**config.mk**
```make
export PLATFORM = sky130hd
export DESIGN_NAME = midi_clock_tempo_estimator_core
export DESIGN_NICKNAME = d
export VERILOG_FILES = /design/src/design/mcte_pkg.sv /design/src/design/midi_clock_tempo_estimator_core.sv /design/src/design/mcte_ram.sv
export SDC_FILE = /design/constraint.sdc
export NUM_CORES = 2
export LEC_CHECK = 0
export ABC_AREA = 1
export BUFFER_PORTS_ARGS = -buffer_cell sky130_fd_sc_hd__buf_2
export CORE_MARGIN = 3
export CORE_UTILIZATION = 45
export CTS_BUF_LIST = sky130_fd_sc_hd__clkbuf_4
export CTS_CLUSTER_SIZE = 10
export DETAILED_ROUTE_END_ITERATION = 10
export PLACE_DENSITY = 0.61
export SETUP_SLACK_MARGIN = 0.4
export SLEW_MARGIN = 20
export SYNTH_ARGS = -nofsm -noshare
export SYNTH_HDL_FRONTEND = slang
export SYNTH_SLANG_ARGS = --single-unit
```
**constraint.sdc**
```tcl
create_clock -name i_clk -period 7.45 [get_ports i_clk]
set_input_delay 1.8625 -clock i_clk [delete_from_list [all_inputs] [get_ports i_clk]]
set_output_delay 1.8625 -clock i_clk [all_outputs]
set_load 0.03 [all_outputs]
```
**src/design/mcte_pkg.sv**
```systemverilog
// mcte_pkg: shared constants and types for the MIDI clock tempo estimator.
// No dependencies; used by the core, the port checker, the tempo checker and the testbench.
`timescale 1ns / 1ps

package mcte_pkg;

    localparam int STATUS_W     = 8;
    localparam int TIME_W       = 48;
    localparam int TEMPO_W      = 18;
    localparam int KEEP_W       = 8;
    localparam int ACC_W        = 27;   // k*prev + (256-k)*raw + 128 < 2^26
    localparam int CNT_W        = 6;
    localparam int WIN_W        = 9;    // keep weight and its complement, 0..256
    localparam int IN_TDATA_W   = 56;
    localparam int OUT_TDATA_W  = 24;

    localparam int SPAN_DEFAULT = 24;

    localparam logic [STATUS_W-1:0] CLOCK_BYTE = 8'hF8;
    localparam logic [STATUS_W-1:0] START_BYTE = 8'hFA;
    localparam logic [KEEP_W-1:0]   KEEP_RESET = 8'd243;
    localparam logic [TEMPO_W-1:0]  TEMPO_MAX  = 18'h3FFFF;
    localparam logic [ACC_W-1:0]    ROUND_HALF = 27'd128;
    localparam logic [63:0]         SCALE_Q8   = 64'd640000000000;

    localparam logic [CNT_W-1:0]    DIV_STEPS  = 6'd48;
    localparam logic [CNT_W-1:0]    MUL_STEPS  = 6'd9;

    localparam logic [0:0] KIND_TEMPO = 1'b0;
    localparam logic [0:0] KIND_TAP   = 1'b1;

    typedef enum logic [2:0] {
        S_IDLE,
        S_SPAN,
        S_DIV,
        S_SEED,
        S_MUL,
        S_FIN,
        S_OUT
    } t_state;

endpackage

```
**src/design/midi_clock_tempo_estimator_core.sv**
```systemverilog
// midi_clock_tempo_estimator_core: top level of the MIDI clock tempo estimator.
// Depends on mcte_pkg and mcte_ram (timestamp ring).
//
// Feed it MIDI real-time bytes with their nanosecond arrival stamps on the
// slave stream; tempo updates and start taps come out on the master stream.
// A clock byte (0xF8) is stored in a ring of SPAN stamps; the first SPAN clock
// bytes only fill the ring. From then on every clock byte yields one tempo
// update: the time spanned by the last SPAN intervals is turned into bpm in
// unsigned Q10.8 (rounded, saturated at 262143, zero span saturates), then
// exponentially smoothed with keep weight k/256 on the old value (the first
// estimate, or any while the smoothed value is zero, seeds it directly).
// A start byte (0xFA) gives a tap result (tuser=1, tempo 0); other bytes are
// dropped without a result. One transaction is worked on at a time: a clock
// byte is read from the ring, goes through the 48-step bit-serial restoring
// divider and a 9-step shift-add smoothing multiplier, and its result is then
// loaded into the output register; a zero span skips the divider. A warm-up
// clock byte only writes the ring before the input is free again, a tap goes
// straight to the output step, and an ignored byte leaves the input ready. An
// output stall holds the block in its last step until the output register is
// free. The output register lets the next transaction be accepted while a
// result still waits to be taken. Write keep_weight only while idle. The ring
// needs no clearing pass after reset.
`timescale 1ns / 1ps

module midi_clock_tempo_estimator_core #(
    parameter int SPAN = mcte_pkg::SPAN_DEFAULT   // 1..96 clock bytes per estimate
) (
    input  logic                               i_clk,
    input  logic                               i_rst_n,
    // slave stream
    input  logic                               i_s_axis_tvalid,
    output logic                               o_s_axis_tready,
    input  logic [mcte_pkg::IN_TDATA_W-1:0]    i_s_axis_tdata,   // [7:0] status_byte, [55:8] time_ns
    // master stream
    output logic                               o_m_axis_tvalid,
    input  logic                               i_m_axis_tready,
    output logic [mcte_pkg::OUT_TDATA_W-1:0]   o_m_axis_tdata,   // [17:0] tempo_q8, [23:18] zero
    output logic [0:0]                         o_m_axis_tuser,   // [0] kind
    // keep_weight register
    input  logic                               i_cfg_we,
    input  logic [mcte_pkg::KEEP_W-1:0]        i_cfg_wdata
);

    localparam int IDX_W = (SPAN > 1) ? $clog2(SPAN) : 1;
    localparam int TW    = mcte_pkg::TIME_W;
    localparam int QW    = mcte_pkg::TEMPO_W;
    localparam int AW    = mcte_pkg::ACC_W;
    localparam int WW    = mcte_pkg::WIN_W;
    // numerator base: 640e9 * SPAN, below 2^46 across the SPAN range
    localparam logic [TW-1:0]    NUM_BASE = TW'(mcte_pkg::SCALE_Q8 * 64'(SPAN));
    localparam logic [IDX_W-1:0] IDX_LAST = IDX_W'(SPAN - 1);

    mcte_pkg::t_state r_state, n_state;

    // input fields
    logic [mcte_pkg::STATUS_W-1:0] in_status;
    logic [TW-1:0]                 in_time;
    assign in_status = i_s_axis_tdata[mcte_pkg::STATUS_W-1:0];
    assign in_time   = i_s_axis_tdata[mcte_pkg::STATUS_W +: TW];

    logic s_acc;
    assign s_acc = i_s_axis_tvalid && o_s_axis_tready;

    // control state
    logic [IDX_W-1:0]             r_widx;
    logic                         r_filled;
    logic [QW-1:0]                r_smooth;
    logic [mcte_pkg::KEEP_W-1:0]  r_keep;
    logic                         r_ovalid;

    // work registers
    logic [TW-1:0]                r_now;
    logic [TW-1:0]                r_num;      // dividend, shifted out MSB first
    logic [TW-1:0]                r_den;
    logic [TW-1:0]                r_rem;
    logic [QW-1:0]                r_q;
    logic                         r_ovf;      // quotient bit lost above Q10.8 range
    logic [mcte_pkg::CNT_W-1:0]   r_cnt;
    logic [QW-1:0]                r_raw;
    logic [QW-1:0]                r_prev;
    logic [WW-1:0]                r_kbits;    // keep weight, consumed MSB first
    logic [WW-1:0]                r_wbits;    // 256 - keep weight
    logic [AW-1:0]                r_acc;
    logic [0:0]                   r_rkind;
    logic [QW-1:0]                r_rtempo;
    logic [0:0]                   r_okind;
    logic [QW-1:0]                r_otempo;

    // ring access
    logic          ram_we, ram_re;
    logic [TW-1:0] ram_rdata;

    mcte_ram #(
        .WIDTH (TW),
        .DEPTH (SPAN),
        .ADDR_W(IDX_W)
    ) u_ring (
        .i_clk  (i_clk),
        .i_we   (ram_we),
        .i_waddr(r_widx),
        .i_wdata(r_now),
        .i_re   (ram_re),
        .i_raddr(r_widx),
        .o_rdata(ram_rdata)
    );

    // datapath terms
    logic [TW-1:0] span_ns;
    logic          span_zero;
    assign span_ns   = r_now - ram_rdata;     // wraps modulo 2^48
    assign span_zero = (span_ns == '0);

    // one restoring-division step
    logic [TW:0] rem_sh, rem_diff;
    logic        rem_ge;
    assign rem_sh   = {r_rem, r_num[TW-1]};
    assign rem_diff = rem_sh - {1'b0, r_den};
    assign rem_ge   = (rem_sh >= {1'b0, r_den});

    // seed for smoothing
    logic [QW-1:0] raw_sat, prev_sel;
    assign raw_sat  = (r_ovf || r_q > mcte_pkg::TEMPO_MAX) ? mcte_pkg::TEMPO_MAX : r_q;
    assign prev_sel = (r_smooth == '0) ? raw_sat : r_smooth;

    // one Horner step of k*prev + (256-k)*raw
    logic [AW-1:0] acc_step, acc_round;
    assign acc_step  = {r_acc[AW-2:0], 1'b0}
                     + (r_kbits[WW-1] ? AW'(r_prev) : '0)
                     + (r_wbits[WW-1] ? AW'(r_raw)  : '0);
    assign acc_round = r_acc + mcte_pkg::ROUND_HALF;

    logic out_free;
    assign out_free = !r_ovalid || i_m_axis_tready;

    // next state
    always_comb begin
        n_state = r_state;
        unique case (r_state)
            mcte_pkg::S_IDLE: begin
                if (s_acc) begin
                    if (in_status == mcte_pkg::CLOCK_BYTE) begin
                        n_state = mcte_pkg::S_SPAN;
                    end else if (in_status == mcte_pkg::START_BYTE) begin
                        n_state = mcte_pkg::S_OUT;
                    end
                end
            end
            mcte_pkg::S_SPAN: begin
                if (!r_filled) begin
                    n_state = mcte_pkg::S_IDLE;       // warm-up: fill only
                end else if (span_zero) begin
                    n_state = mcte_pkg::S_SEED;
                end else begin
                    n_state = mcte_pkg::S_DIV;
                end
            end
            mcte_pkg::S_DIV: begin
                if (r_cnt == '0) n_state = mcte_pkg::S_SEED;
            end
            mcte_pkg::S_SEED: n_state = mcte_pkg::S_MUL;
            mcte_pkg::S_MUL: begin
                if (r_cnt == '0) n_state = mcte_pkg::S_FIN;
            end
            mcte_pkg::S_FIN: n_state = mcte_pkg::S_OUT;
            mcte_pkg::S_OUT: begin
                if (out_free) n_state = mcte_pkg::S_IDLE;
            end
            default: n_state = mcte_pkg::S_IDLE;
        endcase
    end

    // state outputs
    always_comb begin
        o_s_axis_tready = (r_state == mcte_pkg::S_IDLE);
        ram_re          = s_acc && (in_status == mcte_pkg::CLOCK_BYTE);
        ram_we          = (r_state == mcte_pkg::S_SPAN);
    end

    // control registers
    always_ff @(posedge i_clk) begin
        if (!i_rst_n) begin
            r_state  <= mcte_pkg::S_IDLE;
            r_widx   <= '0;
            r_filled <= 1'b0;
            r_smooth <= '0;
            r_keep   <= mcte_pkg::KEEP_RESET;
            r_ovalid <= 1'b0;
        end else begin
            r_state <= n_state;
            if (i_cfg_we) begin
                r_keep <= i_cfg_wdata;
            end
            if (r_state == mcte_pkg::S_SPAN) begin
                if (r_widx == IDX_LAST) begin
                    r_widx   <= '0;
                    r_filled <= 1'b1;
                end else begin
                    r_widx <= r_widx + 1'b1;
                end
            end
            if (r_state == mcte_pkg::S_FIN) begin
                r_smooth <= acc_round[AW-2 -: QW];
            end
            if (r_state == mcte_pkg::S_OUT && out_free) begin
                r_ovalid <= 1'b1;
            end else if (i_m_axis_tready) begin
                r_ovalid <= 1'b0;
            end
        end
    end

    // payload registers
    always_ff @(posedge i_clk) begin
        unique case (r_state)
            mcte_pkg::S_IDLE: begin
                r_now    <= in_time;
                r_rkind  <= mcte_pkg::KIND_TAP;
                r_rtempo <= '0;
            end
            mcte_pkg::S_SPAN: begin
                r_num <= NUM_BASE + (span_ns >> 1);
                r_den <= span_ns;
                r_rem <= '0;
                r_q   <= '0;
                r_ovf <= span_zero;
                r_cnt <= mcte_pkg::DIV_STEPS - 1'b1;
            end
            mcte_pkg::S_DIV: begin
                r_rem <= rem_ge ? rem_diff[TW-1:0] : rem_sh[TW-1:0];
                r_num <= {r_num[TW-2:0], 1'b0};
                r_q   <= {r_q[QW-2:0], rem_ge};
                r_ovf <= r_ovf | r_q[QW-1];
                r_cnt <= r_cnt - 1'b1;
            end
            mcte_pkg::S_SEED: begin
                r_raw   <= raw_sat;
                r_prev  <= prev_sel;
                r_kbits <= {1'b0, r_keep};
                r_wbits <= WW'(9'd256 - {1'b0, r_keep});
                r_acc   <= '0;
                r_cnt   <= mcte_pkg::MUL_STEPS - 1'b1;
            end
            mcte_pkg::S_MUL: begin
                r_acc   <= acc_step;
                r_kbits <= {r_kbits[WW-2:0], 1'b0};
                r_wbits <= {r_wbits[WW-2:0], 1'b0};
                r_cnt   <= r_cnt - 1'b1;
            end
            mcte_pkg::S_FIN: begin
                r_rkind  <= mcte_pkg::KIND_TEMPO;
                r_rtempo <= acc_round[AW-2 -: QW];
            end
            mcte_pkg::S_OUT: begin
                if (out_free) begin
                    r_okind  <= r_rkind;
                    r_otempo <= r_rtempo;
                end
            end
            default: begin
                r_cnt <= '0;
            end
        endcase
    end

    assign o_m_axis_tvalid = r_ovalid;
    assign o_m_axis_tuser  = r_okind;
    assign o_m_axis_tdata  = {{(mcte_pkg::OUT_TDATA_W - QW){1'b0}}, r_otempo};

endmodule

```
**src/design/mcte_ram.sv**
```systemverilog
// mcte_ram: generic single-write, single-read RAM with registered read data.
// Stand-alone; instanced by the core for the timestamp ring.
`timescale 1ns / 1ps

module mcte_ram #(
    parameter int WIDTH = 48,
    parameter int DEPTH = 24,
    parameter int ADDR_W = (DEPTH > 1) ? $clog2(DEPTH) : 1
) (
    input  logic              i_clk,
    input  logic              i_we,
    input  logic [ADDR_W-1:0] i_waddr,
    input  logic [WIDTH-1:0]  i_wdata,
    input  logic              i_re,
    input  logic [ADDR_W-1:0] i_raddr,
    output logic [WIDTH-1:0]  o_rdata
);

    logic [WIDTH-1:0] r_mem [DEPTH];
    logic [WIDTH-1:0] r_rdata;

    always_ff @(posedge i_clk) begin
        if (i_we) begin
            r_mem[i_waddr] <= i_wdata;
        end
        if (i_re) begin
            r_rdata <= r_mem[i_raddr];
        end
    end

    assign o_rdata = r_rdata;

endmodule

```
# Word-level counts from Yosys, hierarchy flattened
# Memories as Yosys holds them, arrays and structs flattened. A register that Yosys moved wholly into a read port is not among the register bits.
# Index checks and enable logic that the tools add are counted.
[word_totals]
mem_bits_rw = 1152
rom_bits = 0
register_bits = 371
in_bits = 69
latchBits = 0
output_inout_bits = 27
memories = 1
elab_cells = 97
[mem_list]
columns = ["memory", "depth", "word_bits", "rd", "rd_clocked_by_memory_dff", "wr", "line_no", "text"]
rows = [
  ["u_ring.r_mem", 24, 48, 1, 1, 1, "mcte_ram.sv:19", "logic [WIDTH-1:0] r_mem [DEPTH];"],
]
[classes]
mux = 29
add_sub_neg = 9
div = 0
shifts = 0
eq_ne = 14
reduce_logical = 19
bitwise = 1
n_mul = 0
n_lt_le_gt_ge = 2
[op_table]
columns = ["operator", "count"]
rows = [
  ["$pmux W48 S2", 2],
  ["$sub A48 B48 Y48", 2],
  ["$mux W18", 4],
  ["$pmux W18 S2", 2],
  ["$add A26 B18 Y26", 2],
  ["$pmux W26 S2", 1],
  ["$ge A49 B48 Y1", 1],
  ["$add A44 B47 Y48 const A", 1],
  ["$logic_not A48 Y1", 1],
  ["$mux W48", 1],
  ["$pmux W9 S2", 2],
  ["$add A26 B8 Y26 const B", 1],
  ["$pmux W6 S4", 1],
  ["$pmux W3 S7", 1],
  ["$gt A18 B18 Y1 const B", 1],
  ["$logic_not A18 Y1", 1],
  ["$mux W3", 6],
  ["$eq A8 B8 Y1 const B", 2],
  ["$eq A3 B3 Y1 const B", 3],
  ["$sub A9 B8 Y9 const A", 1],
  ["$reduce_bool A2 Y1", 4],
  ["$eq A3 B2 Y1 const B", 2],
  ["$logic_not A6 Y1", 1],
  ["$ne A2 B2 Y1 const B", 3],
  ["other kinds (19)", 28],
]

# Depth between registers and ports, before layout
[depth]
ltp_word = 5
ltp_mapped = 27
mapped_depth_nobuf = 27

# Cells and area by module
# From an unflattened synthesis, not the netlist that was laid out.
[hier_totals]
hier_cells = 7502
hier_area_um2 = 74345.1
[modules_own_cells]
columns = ["module", "instances", "seq_area_each_um2", "cells_per_inst", "area_per_inst_um2"]
rows = [
  ["mcte_ram", 1, 36034.6, 4365, 49871.6],
  ["midi_clock_tempo_estimator_core", 1, 10750.3, 3137, 24473.5],
]

# Worst setup path after synthesis
# Ideal clock, no wire load.
[synth_timing]
path_type = "input to register"
from = "in i_s_axis_tdata[0] (netlist name)"
to = "reg u_ring.r_rdata[0] (netlist: u_ring.o_rdata[0]) (read register of u_ring.r_mem), enable pin"
cell_stages = 3
n_path_buf = 0
required_time_ns = 6.876
setup_ns = 0.574
setup_slack_ns = 0.159
t_arrival_ns = 6.716
path_cell_list = "nor3_1 -> nand4_1 -> nor4_1"
[synth_via]
elab_chain_cells = 2
[synth_rtl]
columns = ["element", "line_no", "text"]
rows = [
  ["start: declaration", "midi_clock_tempo_estimator_core.sv:33", "input logic [mcte_pkg::IN_TDATA_W-1:0] i_s_axis_tdata,"],
  ["$eq A8 B8 Y1", "midi_clock_tempo_estimator_core.sv:175", "ram_re = s_acc && (in_status == mcte_pkg::CLOCK_BYTE);"],
  ["$logic_and A1 B1 Y1", "midi_clock_tempo_estimator_core.sv:175", ""],
  ["named net ram_re", "midi_clock_tempo_estimator_core.sv:90", "logic ram_we, ram_re;"],
  ["end: declaration", "mcte_ram.sv:20", "logic [WIDTH-1:0] r_rdata;"],
]
# The timed path passes the listed nets, and every way through them passes these cells.
# A chain may end at the register's enable or synchronous reset.

# Worst setup path in the final report
[layout_timing]
from = "reg r_state[1]"
to = "out o_s_axis_tready"
[layout_via]
elab_chain_cells = 1
[layout_rtl]
columns = ["element", "line_no", "text"]
rows = [
  ["start: declaration", "midi_clock_tempo_estimator_core.sv:53", "mcte_pkg::t_state r_state, n_state;"],
  ["start signal: assignment", "midi_clock_tempo_estimator_core.sv:182", "r_state <= mcte_pkg::S_IDLE;"],
  ["start signal: assignment", "midi_clock_tempo_estimator_core.sv:189", "r_state <= n_state;"],
  ["$logic_not A3 Y1", "midi_clock_tempo_estimator_core.sv:174", "o_s_axis_tready = (r_state == mcte_pkg::S_IDLE);"],
  ["end: declaration", "midi_clock_tempo_estimator_core.sv:32", "output logic o_s_axis_tready,"],
]
# Every way passes these cells.

==> impl_results.md <==
* Pwr Density at between 300 and 400 mW/mm^2
* Clock transition at the registers of the reported paths at around 0.070 ns
* CP arrival at between 2 and 3 ns
* Total GRT Usage at 0.252
* CP top delay family: buffers and inverters
* Run status: finished clean
* Clock Skews at around 0.15 ns
* Pleak at 29.0 nW
* CP Capture Type: output port
* Largest family of logic cells by synthesized area: simple AND/OR/NAND/NOR gates
* Die width at around 400 um
* Cells along the critical path: nor2_1 > nand2_1 > clkinv_2 > buf_2
* Residual DRC at 0
* CTS tree: done
* Antenna violations before repair at 9
* Setup TNS at 0 ns
* First-pass GRT wire length at between 300 and 400 mm
* Final wirelength at approximately 210 mm
* Final Cycle Share at 0.640
* Vias/cell at 5.60
* Port Buf Inserts at between 80 and 90
* Worst Hold Class: register to register
* CP max stage cell: dfxtp_1
* Cell area after synthesis at 0.0702 sq mm
* Synthesized-area fraction occupied by adder cells at 0.0278
* Rel. slew slack at 0.229
* Cell taking the most area after synthesis: edfxtp_1
* Fmax at roughly 210 MHz
* Clock Tree Root: clkbuf_4
* Initial Utilization at 0.454
* Required time worst endpoint at between 5 and 6 ns
* Final Max Tran Viols at 0
* Hold_buf cts at 0
* Post-synthesis cell type count at between 50 and 60
* Synth Area in XOR/XNOR at 0.00786
* Synth Flop Type: edfxtp_1
* #FFs+latches synth at between 1,500 and 2,000
* Cell Rows at roughly 140
* Layout cell share with drive strength beyond 1 at 0.140
* Initial DRC Count at 4,930
* Simple-gate area share of the yosys netlist at 0.132
* Most frequent cell after synthesis: edfxtp_1
* TritonCTS sink count at around 1,600
* Synth top area cells: edfxtp_1 66%, o21ai_0 5.3%, nand2_1 4.9%
* Largest net degree at the start of global routing at just over 200
* Post-place setup slack at approximately 3.2 ns
* IO Pins at 96
* Minimum clock period at ~4.8 ns
* Syn Inst Count at around 6,300
* Compound-cell area share of the yosys netlist at 0.117
* Reg-to-reg slack, setup at 3.15 ns
* Peak VDD IR at ~0.00027 V
* Post-synth ARST share at 0
* CP Class: register to output port
* Syn avg cell area at around 11 sq um
* CTS Buf Count at about 420
* Tot Pwr at 0.0250 W
* Max_cap viols at 0
* Multiplexer share of the synthesized area at 0
* Post-route ant nets at 0
* DR WL/cell at between 20 and 25 um
* CTS H-tree lvls at 5
* Post-synth EDFFs at approximately 1,500
* Worst skew pair latency at about 1.4 ns
* Top cells by count, synth: 1,534 x edfxtp_1, 911 x nand2_1, 906 x nor2_1
* Vias post-DR at around 50,000
* DIE HEIGHT at about 400 um
* Post-CTS Resized at 0
* Total setup buffers inserted after CTS at 0
* Grt total ovfl at 0
* Fin. Hold Viols at 0
* CP bufs+invs at 2
* Area of the die at about 0.16 sq mm
* Core Area at between 0.15 and 0.2 sq mm
* CP peak stage delay at 0.45 ns
* RSZ-0062 raised after global routing: no
* Setup-failing EPs final at 0
* Setup ws final at between 2 and 3 ns
* Yosys top cell area share at 0.656
* Seq/Total Area, Yosys at 0.666
* Final HPWL DP at around 120 mm
* Crit-path max FO at 7
* Clock tree buffer depth at 4
* GP Congestion at between 0.9 and 1
* Worst Tran Pin Value at 1.16 ns
* Number of global-route vias before repair at 48,364
* Yosys warns at 0
* Drt pass-1 iters at 7
* Nets at 6,871
* Area grow syn2layout at 11.3%
* Nature of the critical path startpoint: register
-- worst reg2reg max path, stage by stage (launching register included) --
cell and delay (ns):
dfxtp_4 0.78, buf_12 0.67, ha_1 0.38, nand2_1 0.34
nor2_4 0.99, buf_4 0.71
-- kinds of logic (layout without fill, tap and decap cells) --
group,Yosys count,in the layout
buf+inv,907,1479
other cells,1,15
xor+xnor,63,63
flops,1570,1570
compound gates,1435,1435
simple gates,2222,2222
fa+ha+maj,144,144
-- cells in the final DEF (no fill, tap or decap), types with 89 or more instances in the layout --
master and instances:
nand2_1 909, o22ai_1 223, nand3_1 151, inv_1 607, a21oi_1 218, o21ai_0 746, nor2_1 876, buf_2 89
edfxtp_1 1534, ha_1 124, clkbuf_4 602
-- where the power goes --
part           internal (W)  switching [W]  leakage [nW]
clock network       0.00383        0.00345          2.99
logic               0.00152        0.00429          11.8
registers            0.0113       0.000644          14.2
-- registers in the layout, indices dropped and copies added, names as in the netlist, 6 cells and up --
name and cells:
r_den 48, r_rem 48, r_prev 18, r_q 18, r_keep 8, r_kbits 9, r_rtempo 18, r_acc 26
r_otempo 18, r_raw 18, u_ring.o_rdata 48, r_cnt 6, r_num 48, r_wbits 8, u_ring.r_mem 1152, r_smooth 18
r_now 48
-- metal layers --
layer | vias up | wire, um | track usage
li1 | 23269 | - | -
met1 | 24453 | 87900 | 0.349
met2 | 2112 | 95700 | 0.397
met3 | 445 | 15900 | 0.0442
met4 | 0 | 6890 | 0.0973
met5 | - | 0 | 0
-- stage by stage --
step            util  hold WS (ns)  instances  cell area, sq um
3_3_place_gp   0.473         0.401       8280             73100
5_1_grt        0.505         0.393       8971             78100
4_1_cts        0.505         0.405       8961             78000
6_report       0.505         0.400       8972             78100
3_5_place_dp   0.473         0.405       8280             73100
2_1_floorplan      -         0.400       6347             70200
-- path summary, 6_finish.rpt --
kind / from / endpoint / cells past startpoint
worst max register to register: r_widx[0] / u_ring.r_mem[17][15] / 5
worst min register to register: r_rtempo[13] / r_otempo[13] / 0
worst max-delay path: r_state[1] / o_s_axis_tready / 4
worst min-delay path: r_rtempo[13] / r_otempo[13] / 0
-- final cells by class --
class,instances,area (sq um)
Antenna cell,9,22.5
Clock buffer,602,4520
Clock inverter,79,453
Fill cell,14085,76500
Inverter,623,2360
Multi-Input combinational cell,3870,20200
Sequential cell,1570,46800
Tap cell,2044,2560
Timing Repair Buffer,175,1180
Note: power is estimated with default switching activity, not from simulation.
